$ cat src/hdl/gtm_pkg.sv
// ============================================================================
// gtm_pkg
// Shared constants, register codes and width helpers for the global tone
// mapping pixel unit.
// ============================================================================
package gtm_pkg;

    // Configuration port
    localparam int CFG_INDEX_W = 8;
    localparam int CFG_DATA_W  = 16;

    typedef enum logic [CFG_INDEX_W-1:0] {
        CFG_LUMINANCE_SCALE       = 8'd0,
        CFG_INVERSE_WHITE_SQUARED = 8'd1
    } cfg_index_t;

    // Luminance weights, Q0.16, summing to exactly one
    localparam int WEIGHT_W = 16;
    localparam logic [WEIGHT_W-1:0] WEIGHT_RED   = 16'd17695;
    localparam logic [WEIGHT_W-1:0] WEIGHT_GREEN = 16'd43909;
    localparam logic [WEIGHT_W-1:0] WEIGHT_BLUE  = 16'd3932;

    // Intermediate values saturate at this many bits
    localparam int SAT_LIMIT_W = 64;

    function automatic int max_int(input int a, input int b);
        return (a > b) ? a : b;
    endfunction

    function automatic int min_int(input int a, input int b);
        return (a < b) ? a : b;
    endfunction

    // Scaled luminance L = round(k * Lw)
    function automatic int calc_lum_w(input int cb, input int f);
        return max_int(CFG_DATA_W + cb, f) + 1 - f;
    endfunction

    // round(L * iw)
    function automatic int calc_rli_w(input int cb, input int f);
        return max_int(calc_lum_w(cb, f) + CFG_DATA_W, f) + 1 - f;
    endfunction

    // Numerator 1 + round(L * iw)
    function automatic int calc_num_w(input int cb, input int f);
        return max_int(calc_rli_w(cb, f), f + 1) + 1;
    endfunction

    // Denominator 1 + L
    function automatic int calc_den_w(input int cb, input int f);
        return max_int(calc_lum_w(cb, f), f + 1) + 1;
    endfunction

    // k * num + den / 2 before saturation
    function automatic int calc_draw_w(input int cb, input int f);
        return max_int(CFG_DATA_W + calc_num_w(cb, f), calc_den_w(cb, f)) + 1;
    endfunction

    // Dividend after saturation
    function automatic int calc_dvd_w(input int cb, input int f);
        return min_int(calc_draw_w(cb, f), SAT_LIMIT_W);
    endfunction

    // Quotient bits: the divisor is at least one, so the top f bits are zero
    function automatic int calc_quo_w(input int cb, input int f);
        return calc_dvd_w(cb, f) - f;
    endfunction

endpackage

$ cat src/hdl/gtm_chan_scale.sv
// ============================================================================
// gtm_chan_scale
// Back end: multiplies each channel by the tone factor, rounds, saturates to
// the channel range and raises the clip flag.
// ============================================================================
module gtm_chan_scale
    import gtm_pkg::*;
#(
    parameter int CHANNEL_BITS  = 16,
    parameter int FRACTION_BITS = 12,
    localparam int QUO_W  = calc_quo_w(CHANNEL_BITS, FRACTION_BITS),
    localparam int SIDE_W = 3 * CHANNEL_BITS
)
(
    input  logic                         clk,
    input  logic                         rst_n,
    input  logic                         en,
    input  logic                         valid_in,
    input  logic [QUO_W-1:0]             factor,
    input  logic [SIDE_W-1:0]            side_in,
    output logic                         valid_out,
    output logic [2:0][CHANNEL_BITS-1:0] chan_out,
    output logic                         clip_out
);

    localparam int F      = FRACTION_BITS;
    localparam int PRD_W  = CHANNEL_BITS + QUO_W + 1;
    localparam int PC_W   = min_int(PRD_W, SAT_LIMIT_W);
    localparam int SCL_W  = PC_W - F;

    localparam logic [PRD_W-1:0] PRD_HALF = PRD_W'(1) << (F - 1);

    logic                         valid_reg;
    logic [2:0][CHANNEL_BITS-1:0] chan_reg;
    logic                         clip_reg;

    logic [2:0][CHANNEL_BITS-1:0] chan_next;
    logic [2:0]                   over;

    // Per channel: round(c * f), saturated first at the intermediate limit
    for (genvar i = 0; i < 3; i++) begin : g_chan
        logic [PRD_W-1:0] prod;
        logic [PC_W-1:0]  prod_sat;
        logic [SCL_W-1:0] scaled;

        assign prod = PRD_W'(side_in[i*CHANNEL_BITS +: CHANNEL_BITS]) * PRD_W'(factor)
                    + PRD_HALF;

        if (PRD_W > PC_W) begin : g_sat
            assign prod_sat = (|prod[PRD_W-1:PC_W]) ? {PC_W{1'b1}} : prod[PC_W-1:0];
        end
        else begin : g_plain
            assign prod_sat = prod[PC_W-1:0];
        end

        assign scaled       = prod_sat[PC_W-1:F];
        assign over[i]      = |scaled[SCL_W-1:CHANNEL_BITS];
        assign chan_next[i] = over[i] ? {CHANNEL_BITS{1'b1}} : scaled[CHANNEL_BITS-1:0];
    end

    always_ff @(posedge clk or negedge rst_n)
    begin
        if (!rst_n)
        begin
            valid_reg <= 1'b0;
        end
        else if (en)
        begin
            valid_reg <= valid_in;
        end
    end

    always_ff @(posedge clk)
    begin
        if (en)
        begin
            chan_reg <= chan_next;
            clip_reg <= |over;
        end
    end

    assign valid_out = valid_reg;
    assign chan_out  = chan_reg;
    assign clip_out  = clip_reg;

endmodule

$ cat config.mk
export PLATFORM = sky130hd
export DESIGN_NAME = gtm_chan_scale
export DESIGN_NICKNAME = d
export VERILOG_FILES = /design/src/hdl/gtm_pkg.sv /design/src/hdl/gtm_chan_scale.sv
export SDC_FILE = /design/constraint.sdc
export NUM_CORES = 2
export LEC_CHECK = 0
export BUFFER_PORTS_ARGS = -buffer_cell sky130_fd_sc_hd__buf_4
export CORE_ASPECT_RATIO = 0.8
export CORE_MARGIN = 10
export CORE_UTILIZATION = 35
export CTS_BUF_LIST = sky130_fd_sc_hd__clkbuf_8 sky130_fd_sc_hd__clkbuf_16
export DETAILED_ROUTE_END_ITERATION = 16
export GPL_TIMING_DRIVEN = 0
export HOLD_SLACK_MARGIN = 0.08
export PLACE_DENSITY = 0.58
export SYNTH_ARGS = -nofsm -noshare
export SYNTH_HDL_FRONTEND = slang
export SYNTH_SLANG_ARGS = --single-unit
$ cat constraint.sdc
create_clock -name clk -period 0.8 [get_ports clk]
set_clock_uncertainty 0.05 [all_clocks]
set_input_delay 0.12 -clock clk [delete_from_list [all_inputs] [get_ports clk]]
set_output_delay 0.12 -clock clk [all_outputs]
set_load 0.05 [all_outputs]
---- After elaboration in Yosys (flattened, before gate mapping) ----
Index checks and enable logic that the tools add are counted.
word-level totals
  register bits ........................... 50
  logic and storage cells ................. 15
cells by class
  add/subtract/negate cells ............... 3
  multiply operators ...................... 3
  reduce and logical (&&, ||, !) cells .... 4
operator list
  kind                    number
  $add 48x12->49 const B  3
  $mul 16x32->48          3
  $reduce_or 21->1        3
  $reduce_or 63->1        1

---- Logic depth before layout (Yosys ltp) ----
  depth in word-level cells ............... 3
  depth in mapped cells ................... 29

---- Worst setup path before layout ----
No wires, ideal clock.
  path type ............................... input port to flip-flop
  from .................................... input factor[24]
  to ...................................... register chan_reg, in the netlist chan_out[26], data pin
  setup time .............................. 257 ps
  data arrival time ....................... 7211 ps
  data required time ...................... 493 ps
  path slack .............................. -6718 ps
  stages .................................. 25
  buffers on the path ..................... 4
  cell sequence ........................... clkbuf_1 -> clkbuf_1 -> nand2_1 -> fa_1 -> fa_1 -> inv_1 -> fa_1 -> fa_1 -> fa_1 -> inv_1 -> fa_1 -> inv_1 -> ha_1 -> clkbuf_1 -> nand4_1 -> o31a_1 -> a221o_1 -> a221o_1 -> or4_1 -> a2111oi_2 -> nand4_1 -> or4_4 -> nor4_4 -> buf_6 -> nand2_2
on the way
  cells in the longest elaborated chain, start to end .. 3
ends and longest elaborated chain
  item                  line                  source
  start, declared       gtm_chan_scale.sv:19  input logic [QUO_W-1:0] factor,
  $mul 16x32->48        gtm_chan_scale.sv:46  assign prod = PRD_W'(side_in[i*CHANNEL_BITS +: CHANNEL_BITS]) * PRD_W'(factor)
  $add 48x12->49        gtm_chan_scale.sv:47  + PRD_HALF;
  $reduce_or 21->1      gtm_chan_scale.sv:57  assign over[i] = |scaled[SCL_W-1:CHANNEL_BITS];
  end signal, assigned  gtm_chan_scale.sv:77  chan_reg <= chan_next;
  end, declared         gtm_chan_scale.sv:34  logic [2:0][CHANNEL_BITS-1:0] chan_reg;
No other way between the ends.
A chain may end at the register's enable or synchronous reset.

---- Worst setup path after layout ----
  from .................................... input factor[12]
  to ...................................... register chan_reg, in the netlist chan_out[23], data pin
on the way
  cells in the longest elaborated chain, start to end .. 3
ends and longest elaborated chain
  item              line
  $mul 16x32->48 *  gtm_chan_scale.sv:46
  $add 48x12->49 *  gtm_chan_scale.sv:47
  $reduce_or 21->1  gtm_chan_scale.sv:57
Mark *: on every way between the ends. The rest lies on a longest branch, timed or not.

==> out/qor.yml <==
status:
  status: "complete, but fails checks"
  failed_checks: "setup timing"
place:
  place_congestion: 1.016
  dp_slack_ps: -9814
  place.port_buffers: 102
  dp_hpwl_mm: 176.7
critical_path:
  critPathRequiredTime_ps: 920
  critPathTopFamily: "adder cells"
  path_class: "in2reg"
  critPathMaxStageDelay_ps: 580
  critPathLaunch: "factor[12]"
  regToRegStartpoint: "valid_out"
  path_buf_inv: 7
  start_kind: "primary input"
  slowest_stage: "or4_4"
  arrival_ps: 7250
  critPathMaxFanout: 10
  cp-end-kind: "flop"
  path_common_cell: "fa_1"
logic_synthesis:
  synth-seq-cells: 50
  yosys-top-cells-area: "fa_1, ha_1, and2_1, inv_1, nand2_1"
  synth_cell_types: 76
  synth_top_area_frac: 0.4757
  synth_flop_cell: "edfxtp_1"
  synth_warnings: 0
  syn_nets: 7844
  syn_inst: 6062
  syn_area_per_cell_sq_um: 8.726
  async_reset_ff_frac: 0.02000
  yosysSeqAreaShare: 0.02829
  synth_top_area_cell: "fa_1"
  synth-edff-count: 49
  synth_area_sq_um: 52900
timing:
  setup_slack_ps: -6336
  worst_pin_slew_ps: 783.4
  hold_viol_final: 0
  finalMaxSlewViolations: 0
  setup_viol: 100
  finalCritPeriodShare: 8.920
  slew-limit-headroom: 0.4777
  rsz0062_at_grt: "true"
  period_needed_ps: 7136
  setup-tns-final_ps: -314480
  fmax_mhz: 140.1
global_route:
  grt_max_degree: 51
  grt_overflow: 0
  antenna_found_initial: 31
  grtUsageTotal: 0.2574
  grt_pass1_vias: 46005
  grt_pass1_wl_mm: 315.4
die:
  die_h_um: 367.7
  die-area_sq_um: 167200
  fp.dieW_um: 454.6
  initial_utilization: 0.3526
  fp.coreArea_sq_um: 150000
  boundaryPins: 134
  rows: 127
clock_tree:
  cts_tree: "done"
  clk_pin_slew_worst_paths_ps: 120
  cts_buffers: 5
  insertion_delay_ps: 420
  cts_root_buf: "clkbuf_16"
  htreeDepth: 2
  clkSinkCount: 50
  clockBufferDepth: 2
min_path:
  hp-class: "in2reg"
  hp-start: "en"
routing:
  first_pass_iters: 5
  drt-initial-drc-count: 4037
  vias: 44550
  wl_mm: 216.6
  routedWlPerCell_um: 25.91
  drc: 0
  viasPerCell: 5.328
  final_antenna_net_count: 0
final_layout:
  nNetsFinal: 8125
  final_layout_size_suffix_gt1_frac: 0.1622
  n_fill_cell: 14932
  area_growth_pct: 19.90
job:
  cap_violations: 0
==> placed cells by master (no fill, tap or decap), types with 49 or more instances in the layout <==
cell type,Yosys,final
a21oi_1,175,124
and2_1,844,824
buf_4,0,205
buf_6,1,82
clkbuf_16,0,76
clkbuf_4,0,74
clkbuf_8,0,63
edfxtp_1,49,49
fa_1,1257,1184
fa_2,0,73
ha_1,441,382
inv_1,1285,1266
nand2_1,874,835
nand4_1,59,59
nor2_1,93,88
o21ai_0,117,80
==> sequential cells by signal (all words and copies together) (netlist names) <==
name and flops:
clip_out 1, chan_out 48, valid_out 1
==> cell families (layout without fill, tap and decap cells) <==
family                     after synthesis  in the layout  synth area share
and+or+nand+nor                       2053           2053            0.1976
other                                    0             19                 0
DFF                                     50             50           0.02829
adders and majority gates             1698           1698            0.5800
muxes                                   10             10          0.001963
buffers and inverters                 1652           1934            0.1174
xor gates and xnor gates                76             76           0.01258
AOI/OAI and AO/OA                      523            523           0.06216
==> through the flow <==
stage          cell area (sq um)  hold slack (ps)    util  std cells
5_1_grt                    63400            177.8  0.4226       8351
4_1_cts                    61700            158.7  0.4113       8275
3_3_place_gp               57120           -154.8  0.3808       8163
6_report                   63420            125.7  0.4228       8362
3_5_place_dp               57140           -152.1  0.3809       8164
2_1_floorplan              53860           -225.6       -       6062
==> cell usage after synthesis (11+ instances only) <==
cell type	count
nand2_1	874
nand4_1	59
fa_1	1257
or2_2	12
o21bai_1	22
and4_1	13
nor3_1	37
a21oi_1	175
nand3_1	32
ha_1	441
o211ai_1	17
o21a_1	17
o21ai_0	117
a21o_1	41
inv_1	1285
xnor2_1	41
clkbuf_1	364
nor2_1	93
a21boi_0	12
edfxtp_1	49
and2_1	844
and3_1	11
a31oi_1	15
xor2_1	35
a211oi_1	19
==> path summary, 6_finish.rpt <==
kind,end,slack (ps),cells past startpoint
max,chan_out[23],-6340,26
min,chan_out[35],130,1
max reg2reg,valid_out,-30,1
min reg2reg,valid_out,490,1
max in group asynchronous,valid_out,130,3
min in group asynchronous,valid_out,460,3
==> layer usage <==
layer	GRT usage	up-vias	routed length [um]
met5	0.004339	-	176
met4	0.09157	14	9211
met1	0.3614	23043	90650
met3	0.08160	410	26940
li1	-	18746	-
met2	0.3693	2337	89670
==> what timing repair did <==
action	4_1_cts	5_1_grt
pin swaps	119	148
setup buffers	109	77
setup endpoints to repair	149	100
gates cloned	5	0
hold buffers	3	0
hold endpoints to repair	2	0
gates resized for setup	839	366
==> area by class of cell <==
class	count	area, sq um	area share
timing repair buffer	296	2855	0.04502
clock inverter	3	42.54	0.0006707
multi-input combinational	4360	47310	0.7460
clock buffer	5	125.1	0.001973
antenna	19	47.55	0.0007497
sequential	50	1498	0.02361
buffer	345	4218	0.06650
inverter	1285	4823	0.07605
tap	1999	2501	0.03944
Power is left out: the tool's default activity adds up to more than one toggle a clock period on the data nets, which glitch-free logic cannot reach.
