## src/hdl/gtm_pkg.sv

```systemverilog
// ============================================================================
// gtm_pkg
// Shared constants, register codes and width helpers for the global tone
// mapping pixel unit.
// ============================================================================
package gtm_pkg;

    // Configuration port
    localparam int CFG_INDEX_W = 8;
    localparam int CFG_DATA_W  = 16;

    typedef enum logic [CFG_INDEX_W-1:0] {
        CFG_LUMINANCE_SCALE       = 8'd0,
        CFG_INVERSE_WHITE_SQUARED = 8'd1
    } cfg_index_t;

    // Luminance weights, Q0.16, summing to exactly one
    localparam int WEIGHT_W = 16;
    localparam logic [WEIGHT_W-1:0] WEIGHT_RED   = 16'd17695;
    localparam logic [WEIGHT_W-1:0] WEIGHT_GREEN = 16'd43909;
    localparam logic [WEIGHT_W-1:0] WEIGHT_BLUE  = 16'd3932;

    // Intermediate values saturate at this many bits
    localparam int SAT_LIMIT_W = 64;

    function automatic int max_int(input int a, input int b);
        return (a > b) ? a : b;
    endfunction

    function automatic int min_int(input int a, input int b);
        return (a < b) ? a : b;
    endfunction

    // Scaled luminance L = round(k * Lw)
    function automatic int calc_lum_w(input int cb, input int f);
        return max_int(CFG_DATA_W + cb, f) + 1 - f;
    endfunction

    // round(L * iw)
    function automatic int calc_rli_w(input int cb, input int f);
        return max_int(calc_lum_w(cb, f) + CFG_DATA_W, f) + 1 - f;
    endfunction

    // Numerator 1 + round(L * iw)
    function automatic int calc_num_w(input int cb, input int f);
        return max_int(calc_rli_w(cb, f), f + 1) + 1;
    endfunction

    // Denominator 1 + L
    function automatic int calc_den_w(input int cb, input int f);
        return max_int(calc_lum_w(cb, f), f + 1) + 1;
    endfunction

    // k * num + den / 2 before saturation
    function automatic int calc_draw_w(input int cb, input int f);
        return max_int(CFG_DATA_W + calc_num_w(cb, f), calc_den_w(cb, f)) + 1;
    endfunction

    // Dividend after saturation
    function automatic int calc_dvd_w(input int cb, input int f);
        return min_int(calc_draw_w(cb, f), SAT_LIMIT_W);
    endfunction

    // Quotient bits: the divisor is at least one, so the top f bits are zero
    function automatic int calc_quo_w(input int cb, input int f);
        return calc_dvd_w(cb, f) - f;
    endfunction

endpackage

```

## src/hdl/gtm_front.sv

```systemverilog
// ============================================================================
// gtm_front
// Four-stage front end: world luminance, scaled luminance, numerator and
// denominator of the tone curve, then the rounded dividend k*num + den/2.
// ============================================================================
module gtm_front
    import gtm_pkg::*;
#(
    parameter int CHANNEL_BITS  = 16,
    parameter int FRACTION_BITS = 12,
    localparam int DVD_W  = calc_dvd_w(CHANNEL_BITS, FRACTION_BITS),
    localparam int DEN_W  = calc_den_w(CHANNEL_BITS, FRACTION_BITS),
    localparam int SIDE_W = 3 * CHANNEL_BITS
)
(
    input  logic                    clk,
    input  logic                    rst_n,
    input  logic                    en,
    input  logic                    in_valid,
    input  logic [CHANNEL_BITS-1:0] red_in,
    input  logic [CHANNEL_BITS-1:0] green_in,
    input  logic [CHANNEL_BITS-1:0] blue_in,
    input  logic [CFG_DATA_W-1:0]   scale,
    input  logic [CFG_DATA_W-1:0]   inv_white,
    output logic                    valid,
    output logic [DVD_W-1:0]        dvd,
    output logic [DEN_W-1:0]        den,
    output logic [SIDE_W-1:0]       side
);

    localparam int F         = FRACTION_BITS;
    localparam int SUM_W     = CHANNEL_BITS + WEIGHT_W + 1;
    localparam int KL_W      = CFG_DATA_W + CHANNEL_BITS;
    localparam int LUM_W     = calc_lum_w(CHANNEL_BITS, FRACTION_BITS);
    localparam int LUM_SUM_W = F + LUM_W;
    localparam int LI_W      = LUM_W + CFG_DATA_W;
    localparam int RLI_W     = calc_rli_w(CHANNEL_BITS, FRACTION_BITS);
    localparam int RLI_SUM_W = F + RLI_W;
    localparam int NUM_W     = calc_num_w(CHANNEL_BITS, FRACTION_BITS);
    localparam int KN_W      = CFG_DATA_W + NUM_W;
    localparam int DRAW_W    = calc_draw_w(CHANNEL_BITS, FRACTION_BITS);

    localparam logic [SUM_W-1:0]     LW_HALF  = SUM_W'(1) << (WEIGHT_W - 1);
    localparam logic [LUM_SUM_W-1:0] LUM_HALF = LUM_SUM_W'(1) << (F - 1);
    localparam logic [RLI_SUM_W-1:0] RLI_HALF = RLI_SUM_W'(1) << (F - 1);
    localparam logic [NUM_W-1:0]     NUM_ONE  = NUM_W'(1) << F;
    localparam logic [DEN_W-1:0]     DEN_ONE  = DEN_W'(1) << F;

    logic                    s1_valid_reg, s2_valid_reg, s3_valid_reg, s4_valid_reg;
    logic [SIDE_W-1:0]       s1_side_reg, s2_side_reg, s3_side_reg, s4_side_reg;
    logic [CHANNEL_BITS-1:0] s1_lw_reg;
    logic [LUM_W-1:0]        s2_lum_reg;
    logic [NUM_W-1:0]        s3_num_reg;
    logic [DEN_W-1:0]        s3_den_reg, s4_den_reg;
    logic [DVD_W-1:0]        s4_dvd_reg;

    logic [SUM_W-1:0]        lw_sum;
    logic [CHANNEL_BITS-1:0] lw_next;
    logic [KL_W-1:0]         kl_prod;
    logic [LUM_SUM_W-1:0]    lum_sum;
    logic [LUM_W-1:0]        lum_next;
    logic [LI_W-1:0]         li_prod;
    logic [RLI_SUM_W-1:0]    rli_sum;
    logic [RLI_W-1:0]        rli;
    logic [NUM_W-1:0]        num_next;
    logic [DEN_W-1:0]        den_next;
    logic [KN_W-1:0]         kn_prod;
    logic [DRAW_W-1:0]       dvd_raw;
    logic [DVD_W-1:0]        dvd_next;

    // Stage 1: weighted channel sum, rounded to Q.F
    assign lw_sum = SUM_W'(red_in)   * SUM_W'(WEIGHT_RED)
                  + SUM_W'(green_in) * SUM_W'(WEIGHT_GREEN)
                  + SUM_W'(blue_in)  * SUM_W'(WEIGHT_BLUE)
                  + LW_HALF;
    assign lw_next = lw_sum[WEIGHT_W +: CHANNEL_BITS];

    // Stage 2: L = round(k * Lw)
    assign kl_prod  = KL_W'(scale) * KL_W'(s1_lw_reg);
    assign lum_sum  = LUM_SUM_W'(kl_prod) + LUM_HALF;
    assign lum_next = lum_sum[F +: LUM_W];

    // Stage 3: num = 1 + round(L * iw), den = 1 + L
    assign li_prod  = LI_W'(s2_lum_reg) * LI_W'(inv_white);
    assign rli_sum  = RLI_SUM_W'(li_prod) + RLI_HALF;
    assign rli      = rli_sum[F +: RLI_W];
    assign num_next = NUM_W'(rli) + NUM_ONE;
    assign den_next = DEN_W'(s2_lum_reg) + DEN_ONE;

    // Stage 4: dividend k*num + den/2, saturated
    assign kn_prod = KN_W'(scale) * KN_W'(s3_num_reg);
    assign dvd_raw = DRAW_W'(kn_prod) + DRAW_W'(s3_den_reg >> 1);

    generate
        if (DRAW_W > DVD_W) begin : g_dvd_sat
            assign dvd_next = (|dvd_raw[DRAW_W-1:DVD_W]) ? {DVD_W{1'b1}}
                                                         : dvd_raw[DVD_W-1:0];
        end
        else begin : g_dvd_plain
            assign dvd_next = dvd_raw[DVD_W-1:0];
        end
    endgenerate

    // Stage valids
    always_ff @(posedge clk or negedge rst_n)
    begin
        if (!rst_n)
        begin
            s1_valid_reg <= 1'b0;
            s2_valid_reg <= 1'b0;
            s3_valid_reg <= 1'b0;
            s4_valid_reg <= 1'b0;
        end
        else if (en)
        begin
            s1_valid_reg <= in_valid;
            s2_valid_reg <= s1_valid_reg;
            s3_valid_reg <= s2_valid_reg;
            s4_valid_reg <= s3_valid_reg;
        end
    end

    // Stage payloads
    always_ff @(posedge clk)
    begin
        if (en)
        begin
            s1_side_reg <= {blue_in, green_in, red_in};
            s1_lw_reg   <= lw_next;
            s2_side_reg <= s1_side_reg;
            s2_lum_reg  <= lum_next;
            s3_side_reg <= s2_side_reg;
            s3_num_reg  <= num_next;
            s3_den_reg  <= den_next;
            s4_side_reg <= s3_side_reg;
            s4_den_reg  <= s3_den_reg;
            s4_dvd_reg  <= dvd_next;
        end
    end

    assign valid = s4_valid_reg;
    assign dvd   = s4_dvd_reg;
    assign den   = s4_den_reg;
    assign side  = s4_side_reg;

endmodule

```

## config.mk

```make
export PLATFORM = sky130hd
export DESIGN_NAME = gtm_front
export DESIGN_NICKNAME = d
export VERILOG_FILES = /design/src/hdl/gtm_pkg.sv /design/src/hdl/gtm_front.sv
export SDC_FILE = /design/constraint.sdc
export NUM_CORES = 2
export LEC_CHECK = 0
export BUFFER_PORTS_ARGS = -buffer_cell sky130_fd_sc_hd__buf_2
export CAP_MARGIN = 20
export CORE_ASPECT_RATIO = 0.75
export CORE_MARGIN = 5
export CORE_UTILIZATION = 45
export CTS_BUF_LIST = sky130_fd_sc_hd__clkbuf_16
export DETAILED_ROUTE_END_ITERATION = 8
export MAX_ROUTING_LAYER = met4
export PLACE_DENSITY = 0.73
export SYNTH_ARGS = -nofsm -noshare
export SYNTH_HDL_FRONTEND = slang
export SYNTH_SLANG_ARGS = --single-unit
```

## constraint.sdc

```tcl
create_clock -name clk -period 7.6 [get_ports clk]
set_input_delay 0.76 -clock clk [delete_from_list [all_inputs] [get_ports clk]]
set_output_delay 0.76 -clock clk [all_outputs]
set_load 0.005 [all_outputs]
```

=== Yosys cells after proc, flatten, opt, wreduce, memory -nomap -nowiden ===
Index checks and enable logic that the tools add are counted.

* Bits in registers: 348
* Input bits: 84
* Output and inout bits: 115
* Word-level logic and storage cells: 28

* Add/sub/neg operators: 8
* $mul: 6

{| class="wikitable"
|+ Operators by type and width
! operator !! count
|-
| $add 43x21->44 || 1
|-
| $mul 16x27->43 || 1
|-
| $add 37x12->38 const B || 1
|-
| $mul 21x16->37 || 1
|-
| $add 32x12->33 const B || 1
|-
| $add 31x32->32 || 1
|-
| $add 32x16->32 const B || 1
|-
| $add 32x28->32 || 1
|-
| $mul 16x16->32 || 1
|-
| $mul 16x16->32 const B || 1
|-
| $mul 16x15->31 const B || 1
|-
| $add 26x13->27 const B || 1
|-
| $mul 16x10->26 const B || 1
|-
| $add 21x13->22 const B || 1
|}

=== Depth between registers and ports, before layout ===
* Depth after elaboration: 4
* Gate-level depth with buffers: 40
* Mapped depth without buffers: 40

=== Worst setup path before layout ===
Ideal clock, no wire load.

* Kind: input to register
* Start point: input blue_in[0]
* End point: register s1_lw_reg[14], data pin
* Setup time: 0.262 ns
* Data arrival time: 10.638 ns
* Data required time: 7.338 ns
* Setup slack: -3.300 ns
* Stages: 38
* Path buffers: 1
* Cells stage by stage: fa_1 -> xor2_1 -> ha_1 -> fa_1 -> fa_1 -> inv_1 -> fa_1 -> inv_1 -> ha_1 -> clkbuf_1 -> inv_1 -> o21bai_1 -> a21oi_1 -> o21bai_1 -> a21oi_1 -> xnor2_1 -> fa_1 -> fa_1 -> [2 not listed] -> fa_1 -> fa_1 -> fa_1 -> inv_1 -> fa_1 -> inv_1 -> fa_1 -> inv_1 -> ha_1 -> o211ai_1 -> a2111oi_0 -> o31ai_1 -> a21boi_1 -> a311oi_1 -> o31ai_2 -> a211oi_1 -> o21bai_1 -> xor2_1

* Longest elaborated chain between the ends: 3

{| class="wikitable"
|+ RTL lines
! what !! line !! RTL
|-
| from (decl) || gtm_front.sv:22 || <nowiki>input logic [CHANNEL_BITS-1:0] blue_in,</nowiki>
|-
| $mul 16x10->26 || gtm_front.sv:74 || <nowiki>+ SUM_W'(blue_in) * SUM_W'(WEIGHT_BLUE)</nowiki>
|-
| $add 32x28->32 || gtm_front.sv:74 ||
|-
| $add 32x16->32 || gtm_front.sv:75 || <nowiki>+ LW_HALF;</nowiki>
|-
| net lw_sum[30] || gtm_front.sv:57 || <nowiki>logic [SUM_W-1:0] lw_sum;</nowiki>
|-
| to (signal assigned) || gtm_front.sv:129 || <nowiki>s1_lw_reg <= lw_next;</nowiki>
|-
| to (decl) || gtm_front.sv:51 || <nowiki>logic [CHANNEL_BITS-1:0] s1_lw_reg;</nowiki>
|}

The timed path passes the listed nets, and every way through them passes these cells.
A chain may end at the register's enable or synchronous reset.

=== Worst setup path in the final report ===
* Start point: input blue_in[1]
* End point: register s1_lw_reg[14], data pin

The elaborated chain is that of the path after synthesis.

==> impl_metrics.json <==
{
  "floorplan.rows": 113,
  "syn_nets": 7388,
  "area_growth_pct": 11.6,
  "drt_iter0_drc": 2511,
  "antenna_left": 0,
  "cpMaxStageDelayCell": "fa_2",
  "grt_pass1_vias": 41600,
  "min_path_type": "in -> reg",
  "dieArea_um2": 134000,
  "fin_hold_ws_ps": 381,
  "ys.flop_type": "edfxtp_1",
  "cp_max_fo": 4,
  "stdcell_area_um2": 63500,
  "crit_top_cell": "fa_1",
  "synth_top_area_frac": 0.396,
  "root_buffer": "clkbuf_16",
  "yosysWarnings": 0,
  "grt_overflow": 0,
  "grt_pass1_wl_mm": 221,
  "synth_cells": 5515,
  "syn_avg_cell_area_um2": 10.3,
  "cts_tree": "yes",
  "relSlewSlack": 0.239,
  "drv_cap": 0,
  "post_synth_main_area_contributors": "fa_1 (40%), edfxtp_1 (18%), ha_1 (15%)",
  "place_inst": 7505,
  "finalSetupViolCount": 16,
  "coreArea_um2": 126000,
  "finalWorstSetupSlack_ps": -2530,
  "cts.sinks": 348,
  "clkSlewWorstSetupHoldPaths_ps": 60,
  "worst_pin_slew_ps": 1140,
  "cp_data_required_time_ps": 7980,
  "numCtsBuffers": 41,
  "syn_area_um2": 56900,
  "cts_buffer_depth": 3,
  "io_pins": 199,
  "final_cells": 7606,
  "drt-total-wl_mm": 135,
  "die_y_um": 318,
  "antenna_found_initial": 14,
  "rsz0062_at_grt": "yes",
  "drc": 0,
  "cp_num_buf_inv": 9,
  "finClkSkew_ps": 27.8,
  "ctsHtreeMaxLevel": 2,
  "yosys.cell_types.count": 76,
  "ys_ff_latch": 348,
  "grt_max_degree": 150,
  "synth_edf_count": 344,
  "post_dp_cell_area_um2": 61700,
  "slowest_delay_ps": 560,
  "nets": 7771,
  "max_freq_ghz": 0.0987,
  "utilization": 0.504,
  "timing.final.crit_share": 1.33,
  "synth_top_area_cell": "fa_1",
  "ys_seq_area_frac": 0.183,
  "vias": 38300,
  "startpoint_type": "primary input",
  "failed_checks": "negative setup slack",
  "insertion_delay_ps": 620,
  "die_w_um": 421,
  "port_buffers": 198,
  "crit_arrival_ps": 10500,
  "gp_congestion": 0.888,
  "fin_crit_ps": 10130,
  "worstSetupEndpointType": "flip-flop",
  "critPathKind": "in -> reg",
  "synth-async-reset-ratio": 0.0115,
  "wl_per_cell_um": 17.7,
  "maxSlewViolCount": 0,
  "start_util": 0.451,
  "status": "complete, but fails checks",
  "vias_per_cell": 5.04,
  "gr-usage-all-layers": 0.214,
  "drive_above_1_share": 0.112,
  "hpwlAfterDp_mm": 112,
  "critPathTopFamily": "adder cells",
  "first_pass_iters": 6,
  "final_hold_viol_count": 0
}
-- routing by layer --
layer | global-route usage | part of all wire | up-vias
met3 | 0.0428 | 0.079 | 193
met2 | 0.331 | 0.47 | 1257
met5 | - | 0 | -
met4 | 0.0616 | 0.027 | 0
met1 | 0.288 | 0.43 | 19500
li1 | - | - | 17300
-- layout by cell type (no fill, tap or decap), types with 5 or more instances in the layout --
master,netlist,routed
inv_1,1451,1447
fa_1,1126,1123
nand2_1,703,702
ha_1,663,652
and2_1,383,383
edfxtp_1,344,344
buf_4,0,317
buf_2,1,192
xnor2_1,96,94
a21oi_1,99,89
a21o_1,56,56
nor2_1,55,53
xor2_1,45,44
clkbuf_16,0,43
nand3_1,35,35
o21ai_0,33,31
o21bai_1,24,24
and3_1,21,20
nor3_1,20,19
nand4_1,15,15
nand2b_1,12,12
nor2b_1,12,12
o21ai_1,9,11
diode_2,0,10
a21oi_2,1,10
inv_2,0,9
ha_4,0,9
o211ai_1,8,8
a211oi_1,10,8
inv_6,0,8
a31oi_1,8,7
o21a_1,8,7
or3_1,6,6
clkinv_1,0,6
or2_2,6,5
a211oi_2,3,5
mux2_2,5,5
buf_12,0,5
-- layout make-up --
type,count,area [µm²]
antenna,10,25.0
clock buffer,43,1080
clock inverter,31,248
fill,11100,62600
inverter,1451,5450
multi-input combinational,3533,40700
sequential,348,10400
tap,1667,2090
timing repair buffer,523,3540
-- logic make-up after synthesis --
| family | share of synthesized area |
|---|---|
| AO/OA/AOI/OAI | 0.0366 |
| XOR/XNOR | 0.0217 |
| adder cells (fa/ha/maj) | 0.542 |
| buffers and inverters | 0.108 |
| flip-flops | 0.183 |
| multiplexers | 0.00136 |
| AND/OR/NAND/NOR | 0.107 |
-- path summary, 6_finish.rpt --
check | cells past startpoint | to | from | slack [ps]
setup / recovery | 39 | s1_lw_reg[14]$_DFFE_PP_ | blue_in[1] | -2530
hold / removal | 2 | s1_valid_reg$_DFFE_PN0P_ | in_valid | 380
setup reg to reg | 24 | s3_num_reg[25]$_DFFE_PP_ | s2_lum_reg[11]$_DFFE_PP_ | 320
hold reg to reg | 0 | side[34]$_DFFE_PP_ | s3_side_reg[34]$_DFFE_PP_ | 410
max in group asynchronous | 2 | s3_valid_reg$_DFFE_PN0P_ | rst_n | 7010
min in group asynchronous | 2 | s1_valid_reg$_DFFE_PN0P_ | rst_n | 470
-- synth_stat cells (45+ instances only) --
master and count:
inv_1 1451, fa_1 1126, nand2_1 703, ha_1 663, and2_1 383, edfxtp_1 344
clkbuf_1 181, a21oi_1 99, xnor2_1 96, a21o_1 56, nor2_1 55, xor2_1 45
-- repair_timing --
| item | in CTS | in global routing |
|---|---|---|
| gates cloned | 0 | 0 |
| resized for setup | 42 | 22 |
| hold buffers | 1 | 0 |
| setup endpoints to repair | 16 | 20 |
| buffers inserted | 7 | 11 |
| pin swaps | 42 | 19 |
| hold endpoints to repair | 4 | 0 |
-- stage by stage --
step                      setup TNS [ps]  setup WS [ps]
after floorplan                   -38770          -2840
after global placement            -48440          -3350
after detailed placement          -50100          -3510
after CTS                         -35320          -2470
after global routing              -42500          -2910
final                             -36480          -2530
Power is left out: the tool's default activity adds up to more than one toggle a clock period on the data nets, which glitch-free logic cannot reach.
