===== src/hdl/gtm_pkg.sv =====
// ============================================================================
// gtm_pkg
// Shared constants, register codes and width helpers for the global tone
// mapping pixel unit.
// ============================================================================
package gtm_pkg;

    // Configuration port
    localparam int CFG_INDEX_W = 8;
    localparam int CFG_DATA_W  = 16;

    typedef enum logic [CFG_INDEX_W-1:0] {
        CFG_LUMINANCE_SCALE       = 8'd0,
        CFG_INVERSE_WHITE_SQUARED = 8'd1
    } cfg_index_t;

    // Luminance weights, Q0.16, summing to exactly one
    localparam int WEIGHT_W = 16;
    localparam logic [WEIGHT_W-1:0] WEIGHT_RED   = 16'd17695;
    localparam logic [WEIGHT_W-1:0] WEIGHT_GREEN = 16'd43909;
    localparam logic [WEIGHT_W-1:0] WEIGHT_BLUE  = 16'd3932;

    // Intermediate values saturate at this many bits
    localparam int SAT_LIMIT_W = 64;

    function automatic int max_int(input int a, input int b);
        return (a > b) ? a : b;
    endfunction

    function automatic int min_int(input int a, input int b);
        return (a < b) ? a : b;
    endfunction

    // Scaled luminance L = round(k * Lw)
    function automatic int calc_lum_w(input int cb, input int f);
        return max_int(CFG_DATA_W + cb, f) + 1 - f;
    endfunction

    // round(L * iw)
    function automatic int calc_rli_w(input int cb, input int f);
        return max_int(calc_lum_w(cb, f) + CFG_DATA_W, f) + 1 - f;
    endfunction

    // Numerator 1 + round(L * iw)
    function automatic int calc_num_w(input int cb, input int f);
        return max_int(calc_rli_w(cb, f), f + 1) + 1;
    endfunction

    // Denominator 1 + L
    function automatic int calc_den_w(input int cb, input int f);
        return max_int(calc_lum_w(cb, f), f + 1) + 1;
    endfunction

    // k * num + den / 2 before saturation
    function automatic int calc_draw_w(input int cb, input int f);
        return max_int(CFG_DATA_W + calc_num_w(cb, f), calc_den_w(cb, f)) + 1;
    endfunction

    // Dividend after saturation
    function automatic int calc_dvd_w(input int cb, input int f);
        return min_int(calc_draw_w(cb, f), SAT_LIMIT_W);
    endfunction

    // Quotient bits: the divisor is at least one, so the top f bits are zero
    function automatic int calc_quo_w(input int cb, input int f);
        return calc_dvd_w(cb, f) - f;
    endfunction

endpackage


===== src/hdl/gtm_div_cell.sv =====
// ============================================================================
// gtm_div_cell
// One restoring-division cell: brings down the next dividend bit, subtracts
// the divisor when it fits and shifts the quotient bit in. Cells are chained,
// one quotient bit per cell.
// ============================================================================
module gtm_div_cell
    import gtm_pkg::*;
#(
    parameter int DEN_W  = 22,
    parameter int QUO_W  = 32,
    parameter int SIDE_W = 48
)
(
    input  logic              clk,
    input  logic              rst_n,
    input  logic              en,
    input  logic              valid_in,
    input  logic [DEN_W-1:0]  rem_in,
    input  logic [QUO_W-1:0]  quo_in,
    input  logic [DEN_W-1:0]  den_in,
    input  logic [SIDE_W-1:0] side_in,
    output logic              valid_out,
    output logic [DEN_W-1:0]  rem_out,
    output logic [QUO_W-1:0]  quo_out,
    output logic [DEN_W-1:0]  den_out,
    output logic [SIDE_W-1:0] side_out
);

    localparam int TRY_W = DEN_W + 1;

    logic              valid_reg;
    logic [DEN_W-1:0]  rem_reg, den_reg;
    logic [QUO_W-1:0]  quo_reg;
    logic [SIDE_W-1:0] side_reg;

    logic [TRY_W-1:0]  trial;
    logic [TRY_W-1:0]  trial_diff;
    logic              fits;
    logic [DEN_W-1:0]  rem_next;
    logic [QUO_W-1:0]  quo_next;

    // Trial subtraction; the remainder always stays below the divisor
    assign trial      = {rem_in, quo_in[QUO_W-1]};
    assign fits       = (trial >= TRY_W'(den_in));
    assign trial_diff = trial - TRY_W'(den_in);
    assign rem_next   = fits ? trial_diff[DEN_W-1:0] : trial[DEN_W-1:0];
    assign quo_next   = {quo_in[QUO_W-2:0], fits};

    always_ff @(posedge clk or negedge rst_n)
    begin
        if (!rst_n)
        begin
            valid_reg <= 1'b0;
        end
        else if (en)
        begin
            valid_reg <= valid_in;
        end
    end

    always_ff @(posedge clk)
    begin
        if (en)
        begin
            rem_reg  <= rem_next;
            quo_reg  <= quo_next;
            den_reg  <= den_in;
            side_reg <= side_in;
        end
    end

    assign valid_out = valid_reg;
    assign rem_out   = rem_reg;
    assign quo_out   = quo_reg;
    assign den_out   = den_reg;
    assign side_out  = side_reg;

endmodule


===== config.mk =====
export PLATFORM = sky130hd
export DESIGN_NAME = gtm_div_cell
export DESIGN_NICKNAME = d
export VERILOG_FILES = /design/src/hdl/gtm_pkg.sv /design/src/hdl/gtm_div_cell.sv
export SDC_FILE = /design/constraint.sdc
export NUM_CORES = 1
export LEC_CHECK = 0
export BUFFER_PORTS_ARGS = -buffer_cell sky130_fd_sc_hd__buf_4
export CORE_ASPECT_RATIO = 1.25
export CORE_MARGIN = 3
export CORE_UTILIZATION = 40
export DETAILED_ROUTE_END_ITERATION = 12
export GPL_TIMING_DRIVEN = 0
export PLACE_DENSITY = 0.77
export SYNTH_ARGS = -nofsm -noshare
export SYNTH_HDL_FRONTEND = slang
export SYNTH_SLANG_ARGS = --single-unit

===== constraint.sdc =====
create_clock -name clk -period 1.5 [get_ports clk]
set_input_delay 0.45 -clock clk [delete_from_list [all_inputs] [get_ports clk]]
set_output_delay 0.45 -clock clk [all_outputs]
set_load 0.1 [all_outputs]

Yosys cells after proc, flatten, opt, wreduce, memory -nomap -nowiden
Index checks and enable logic that the tools add are counted.
{"block": "word_totals", "mem_bits_ro": 0, "memories": 0, "word_cells": 8, "ram_bits": 0, "out_inout_bits": 125, "inputBits": 128, "reg_bits": 125, "latch_bits": 0}
{"block": "op_classes", "n_eq_ne": 0, "reduce_logical": 0, "n_lt_le_gt_ge": 1, "shift": 0, "bitwise_logic": 0, "div_mod_pow": 0, "multipliers": 0, "add_sub_neg": 1, "muxes": 1}
{"cell": "$ge A23 B22 Y1", "n": 1}
{"cell": "$mux W22", "n": 1}
{"cell": "$sub A22 B22 Y22", "n": 1}

Longest topological paths before layout
Gate-level depths: netlist of the first run.
{"block": "logic_depth", "depth_word": 2, "ltp_mapped": 10, "mapped_depth_nobuf": 10}

Worst setup path after synthesis of the first run
Ideal clock, no wire load.
{"block": "synth_timing", "path_type": "input to register", "startpoint": "input port den_in[10]", "endpoint": "register rem_reg[10], in the netlist rem_out[10], data pin", "slack_ns": -1.266, "t_arrival_ns": 2.506, "required_ns": 1.240, "path_buffers": 2, "path_stages": 10, "setup_ns": 0.260, "cell_sequence": "inv_1 > ha_1 > clkbuf_1 > nand2_1 > or3_1 > a211o_1 > a2111oi_4 > nor2_2 > buf_6 > mux2_4"}
{"block": "synth_between", "elab_chain_cells": 2, "word_cells_on_any_way": 3, "cone_classes": "1 x add/sub; 1 x order compare; 1 x mux"}
{"item": "from (decl)", "line": "gtm_div_cell.sv:21", "source": "input logic [DEN_W-1:0] den_in,"}
{"item": "$sub A22 B22 Y22 or $ge A23 B22 Y1 (tied branches)", "line": "gtm_div_cell.sv:46, gtm_div_cell.sv:45"}
{"item": "$mux W22 *", "line": "gtm_div_cell.sv:47", "source": "assign rem_next = fits ? trial_diff[DEN_W-1:0] : trial[DEN_W-1:0];"}
{"item": "named net rem_next[10]", "line": "gtm_div_cell.sv:40", "source": "logic [DEN_W-1:0] rem_next;"}
{"item": "to (signal assigned)", "line": "gtm_div_cell.sv:66", "source": "rem_reg <= rem_next;"}
{"item": "to (decl)", "line": "gtm_div_cell.sv:33", "source": "logic [DEN_W-1:0] rem_reg, den_reg;"}
Mark *: on every way through the listed nets, which the timed path passes. The rest lies on a longest branch.
A chain may end at the register's enable or synchronous reset.

Worst setup path in the final report of the first run
{"block": "layout_timing", "startpoint": "input port rem_in[10]", "endpoint": "register rem_reg[16], in the netlist rem_out[16], data pin"}
{"block": "layout_between", "elab_chain_cells": 2, "word_cells_on_any_way": 3, "cone_classes": "1 x add/sub; 1 x order compare; 1 x mux"}
{"item": "from (decl)", "line": "gtm_div_cell.sv:19", "source": "input logic [DEN_W-1:0] rem_in,"}
{"item": "$sub A22 B22 Y22 or $ge A23 B22 Y1 (tied branches)", "line": "gtm_div_cell.sv:46, gtm_div_cell.sv:45"}
{"item": "$mux W22 *", "line": "gtm_div_cell.sv:47"}
{"item": "named net rem_next[16]", "line": "gtm_div_cell.sv:40"}
Marks and branches as above.

==> results.toml, run 1 <==
[status]
run_status = "finished with violations"
violations = "negative setup slack"

[placed_design]
placedCellCount = 796
dp_hpwl_mm = 12.85
placed_area_um2 = 7833
pre_cts_ws_ns = -1.661
io_buffers = 252
gp_congestion = 0.8875

[global_routing]
grt_use_met1_pct = 22.82
grt_pass1_vias = 4377
antenna_found_initial = 0
grt_max_degree = 83
grt_usage_pct = 22.15
grt_pass1_wl_mm = 25.31
grtUsageMet3_pct = 8.831
use_met2_pct = 41.46
grt.overflow.total = 0
busiest_layer = "met2"

[power_and_ir_drop]
powerDensity_nw_per_um2 = 1460
leakagePower_nw = 3.894
worst_ir_drop_vdd_mv = 0.9134

[setup_path]
end_kind = "flop"
crit_type = "input pin to flop"
cp.arrival_ns = 2.77
cp.required_ns = 1.66
path_max_fanout = 6
critPathLaunchType = "input pin"

[layout]
fin_area_um2 = 9143
final_cells = 842
diodes = 0
area_delta_synth_final_pct = 65.96
fill_cells = 888
drive_gt1_share_pct = 53.20
nets = 809

[routing]
firstDrtPassIters = 5
routed_via_density = 5.323
vias = 4482
ant_nets = 0
drt_iter0_markers = 368
drc_errors = 0
wl_mm = 18.84
wl_per_cell_um = 22.37

[synthesis]
ys.flop_type = "edfxtp_1"
synth-edff-count = 124
synth_nets = 523
synth_top_area_cell = "edfxtp_1"
synth_area_leaders = "edfxtp_1 (68%), ha_1 (5.0%), mux2_4 (4.6%)"
syn_area_per_cell_um2 = 14.81
synth.distinct_cells = 53
synth-seq-cells = 125
syn_area_um2 = 5509
ys_warn_count = 0
synthCells = 372
async_reset_ff_share_pct = 0.8000
synth_top_area_share_pct = 67.59
synth_seq_area_share_pct = 68.04

[timing]
relSlewSlack_pct = 67.10
slew_violations = 0
setup_viol = 26
tightest_slew_ns = 0.4873
worst_slack_ns = -1.110
rsz0062_at_grt = "yes"
period_minus_slack_ns = 2.610
max_freq_mhz = 383.1
period_share_pct = 174.0
setup-tns-final_ns = -24.39
finalHoldViolCount = 0
skew_ns = 0

[cts]
clock_sinks = 125
clk_latency_ns = 0.41
cts.clk_slew.worst_paths_ns = 0.07
clk_path_buf_depth = 2
cts_buffers = 17
clock-root-buffer = "clkbuf_16"
htree_levels = 4
cts_tree = "built"

[floorplanning]
die-area_um2 = 15230
rows = 47
die_h_um = 137.2
initial_core_util_pct = 41.27
dieWidth_um = 111.0
ioPinCount = 253
coreArea_um2 = 13350

[job]
max_cap_viol_count = 0

[min_path]
hp-class = "input pin to flop"
-- what timing repair did --
action	CTS	global route
cloned	1	0
hold buffers	1	0
buffers inserted	17	3
endpoints found under the setup margin	61	106
hold endpoints to repair	1	0
resized for setup	71	80
pin swaps	12	2
-- layout by cell type (no fill, tap or decap), drive strengths merged, types with 2 or more instances in the layout --
master  instances
a31oi           2
nor4            2
xnor2           7
nand3           3
nor3            7
nor2           13
buf           276
o21ai          15
mux2i           2
ha             22
clkinv          4
clkbuf         20
xor2            8
mux2           22
inv            36
o211ai          2
and4            3
a21o            5
o21a            2
a211oi          3
nor3b           2
or3             3
nor2b           3
o31a            2
edfxtp        124
nand4           6
bufinv          4
o311ai          2
a21oi          26
o22ai           3
nand2          24
-- layout make-up --
class	instances	area, µm²	area share, %
inverters	30	142.6	1.560
multi-input cells	205	1737	19.00
clock inverters	14	203.9	2.231
plain buffers	4	47.55	0.5200
flip-flops and latches	125	3749	41.00
well taps	171	214.0	2.340
repair buffers	275	2620	28.66
clock buffers	18	429.2	4.694
-- layer usage --
metal / share of wire (%) / vias to the layer above
met4: 3.7 / 0
met1: 34 / 2187
met5: 0 / -
met3: 9.2 / 53
li1: - / 1993
met2: 53 / 249
-- critical path, cell delays in order --
cell and delay (ns):
buf_6 0.10, ha_4 0.27, nand4_1 0.13, or3_1 0.37
a211o_1 0.30, a2111oi_4 0.46, nor2_4 0.10, buf_12 0.16
buf_8 0.13, mux2_4 0.29
-- kinds of logic (layout without fill, tap and decap cells) --
| logic type | Yosys count | in the layout | synth area share [%] |
|---|---|---|---|
| multiplexers | 24 | 24 | 6.018 |
| flip-flops | 125 | 125 | 68.04 |
| adder cells (fa/ha/maj) | 23 | 23 | 5.360 |
| buffers and inverters | 42 | 341 | 3.225 |
| XOR/XNOR | 15 | 15 | 2.385 |
| AO/OA/AOI/OAI | 72 | 72 | 8.449 |
| AND/OR/NAND/NOR | 71 | 71 | 6.519 |
-- report_power, final --
part | switching [mW] | total (mW) | internal, mW
Clock | 1.63 | 4.45 | 2.82
Sequential | 0.158 | 4.40 | 4.24
Combinational | 3.17 | 4.51 | 1.34
Total | 4.96 | 13.4 | 8.40
-- state kept, by name, summed over array words and instances, names as in the netlist --
name,flops
den_out,22
valid_out,1
quo_out,32
rem_out,22
side_out,48
-- per-stage QoR --
| stage | utilization [%] | hold WS, ns | total power [mW] |
|---|---|---|---|
| after floorplan | - | 0.1544 | 7.489 |
| after global placement | 58.44 | 0.2258 | 8.497 |
| after detailed placement | 58.67 | 0.2270 | 8.554 |
| after CTS | 66.10 | 0.1972 | 13.20 |
| after global routing | 68.49 | 0.1889 | 13.76 |
| final | 68.49 | 0.2098 | 13.35 |
-- final timing paths --
kind,slack (ns),startpoint,end,depth (start not counted)
worst min-delay path,0.21,side_in[4],side_out[4],1
worst min register to register,0.75,valid_out,valid_out,2
worst max register to register,0.53,valid_out,valid_out,2
min in group asynchronous,0.40,rst_n,valid_out,2
worst max-delay path,-1.11,rem_in[10],rem_out[16],10
max in group asynchronous,1.02,rst_n,valid_out,2
-- synth_stat cells, drive strengths merged (2+ instances only) --
| cell type | instances |
|---|---|
| o211ai | 2 |
| o22ai | 3 |
| edfxtp | 124 |
| o21a | 2 |
| nor4 | 2 |
| a21oi | 26 |
| xnor2 | 7 |
| nand4 | 6 |
| buf | 6 |
| a21o | 5 |
| clkbuf | 6 |
| a31oi | 2 |
| inv | 30 |
| mux2 | 22 |
| nor2 | 13 |
| nor2b | 3 |
| nand2 | 24 |
| a211oi | 3 |
| ha | 22 |
| nor3 | 7 |
| o31a | 2 |
| o311ai | 2 |
| and4 | 3 |
| o21ai | 15 |
| nor3b | 2 |
| xor2 | 8 |
| mux2i | 2 |
| nand3 | 3 |
| or3 | 3 |
Power figures use the tool's default switching activity.
==> run 2: changes to the inputs <==
--- a/config.mk
+++ b/config.mk
@@ -15,3 +15,4 @@
 export SYNTH_ARGS = -nofsm -noshare
 export SYNTH_HDL_FRONTEND = slang
 export SYNTH_SLANG_ARGS = --single-unit
+export TNS_END_PERCENT = 50
==> run 2 against run 1 <==
Net effect:
- count of clock-buffer cells in the layout unchanged
- design area shrank 0.48%
- sequential power barely moved
- the run still ends with negative setup slack left
- largest cell class unchanged
- worst setup slack gained 0.16 ns
- critical path type unchanged
- utilization fell by 0.33 points
- first-iteration DRC count decreased by 15%
==> results.toml, run 2 (same netlist as run 1, synthesis figures left out) <==
[status]
run_status = "finished with violations"
violations = "negative setup slack"

[routing]
wl_per_cell_um = 20.68
ant_nets = 0
routed_via_density = 5.158
drc_errors = 0
vias = 4322
wl_mm = 17.33
firstDrtPassIters = 5
drt_iter0_markers = 311

[cts]
cts_buffers = 17
htree_levels = 4
clk_path_buf_depth = 2
clock_sinks = 125
clk_latency_ns = 0.42
cts_tree = "built"
clock-root-buffer = "clkbuf_16"
cts.clk_slew.worst_paths_ns = 0.06

[layout]
area_delta_synth_final_pct = 65.16
fill_cells = 908
most-common-layout-cells = "buf_4 (151), edfxtp_1 (124), buf_6 (107)"
largest_reg_flops = 48
mostFrequentLayoutCell = "buf_4"
fin_area_um2 = 9099
final_cells = 838
diodes = 0
drive_gt1_share_pct = 52.47
regArea_um2 = 3749
multi_input_area_um2 = 1732
final_util_pct = 68.16
nets = 805

[timing]
timing.hold.ws_ns = 0.1981
slew_violations = 0
worst_slack_ns = -0.9510
finalHoldViolCount = 0
rsz0062_at_grt = "yes"
max_freq_mhz = 408.0
tightest_slew_ns = 0.5003
skew_ns = 0
setup_viol = 26
relSlewSlack_pct = 66.23
period_minus_slack_ns = 2.451
period_share_pct = 163.4

[floorplanning]
die-area_um2 = 15230
ioPinCount = 253
rows = 47
coreArea_um2 = 13350
initial_core_util_pct = 41.27
dieWidth_um = 111.0
die_h_um = 137.2

[setup_path]
cp_slowest_cell = "a2111oi_4"
crit_chain = "buf_8 -> inv_4 -> ha_4 -> nand4_1 -> or3_1 -> a211o_1 -> a2111oi_4 -> nor2_4 -> buf_12 -> mux2_4"
critPathLaunchType = "input pin"
ff2ff_setup_slack_ns = 0.70
crit_type = "input pin to flop"
end_kind = "flop"
path_max_fanout = 8
cp.required_ns = 1.67
cp.arrival_ns = 2.62
cp_slowest_stage_delay_ns = 0.40

[global_routing]
grt_usage_pct = 21.57
grt_max_degree = 81
grt_pass1_wl_mm = 24.83
grt.overflow.total = 0
grt_pass1_vias = 4281
antenna_found_initial = 0

[placed_design]
placed_area_um2 = 7823
placedCellCount = 796
io_buffers = 252
gp_congestion = 0.8624
dp_hpwl_mm = 12.17

[power_and_ir_drop]
worst_ir_drop_vdd_mv = 1.062
powerDensity_nw_per_um2 = 1460
leakagePower_nw = 3.857

[min_path]
hp-class = "input pin to flop"

[job]
max_cap_viol_count = 0
-- run 2: final timing paths --
path,end,depth (start not counted),start
setup / recovery,rem_out[16],10,den_in[11]
hold / removal,side_out[4],1,side_in[4]
setup reg to reg,valid_out,1,valid_out
hold reg to reg,valid_out,1,valid_out
max in group asynchronous,valid_out,2,rst_n
min in group asynchronous,valid_out,2,rst_n
-- run 2: what timing repair did --
| item | in CTS | in global routing |
|---|---|---|
| endpoints found under the hold margin | 1 | 0 |
| gates cloned | 1 | 0 |
| pin swaps | 14 | 2 |
| gates resized for setup | 88 | 60 |
| hold buffers | 1 | 0 |
| setup buffers | 16 | 1 |
| endpoints found under the setup margin | 85 | 88 |
-- run 2: cell type report --
type / count / area share (%)
Clock buffer: 18 / 4.717
Clock inverter: 14 / 2.365
Sequential cell: 125 / 41.20
Inverter: 30 / 1.568
Multi-Input combinational cell: 205 / 19.03
Tap cell: 171 / 2.351
Buffer: 3 / 0.4813
Timing Repair Buffer: 272 / 28.29
-- run 2: per-stage QoR --
stage	power [mW]	setup slack, ns	TNS, ns
6_report	13.28	-0.9510	-21.27
5_1_grt	13.68	-1.033	-23.50
4_1_cts	13.20	-0.9210	-20.64
3_5_place_dp	8.533	-1.620	-56.14
3_3_place_gp	8.491	-1.610	-96.94
2_1_floorplan	7.486	-1.257	-27.70
-- run 2: critical path: cells and delay by family --
family                     cells  cell delay (ns)
and+or+nand+nor                3             0.65
buffers and inverters          3             0.29
muxes                          1             0.29
adders and majority gates      1             0.26
AOI/OAI and AO/OA              2             0.69
-- run 2: per-layer routing --
layer  vias to the layer above  wire length (µm)  track usage [%]
met3                        26              1337            7.865
met4                         0               436            7.461
met1                      2117              6050            22.35
met2                       192              9502            40.32
met5                         -                 0                0
li1                       1987                 -                -
-- run 2: where the power goes --
group	switching (mW)	internal (mW)
clock	1.50	2.94
sequential	0.151	4.24
combinational	3.13	1.31
total	4.78	8.50
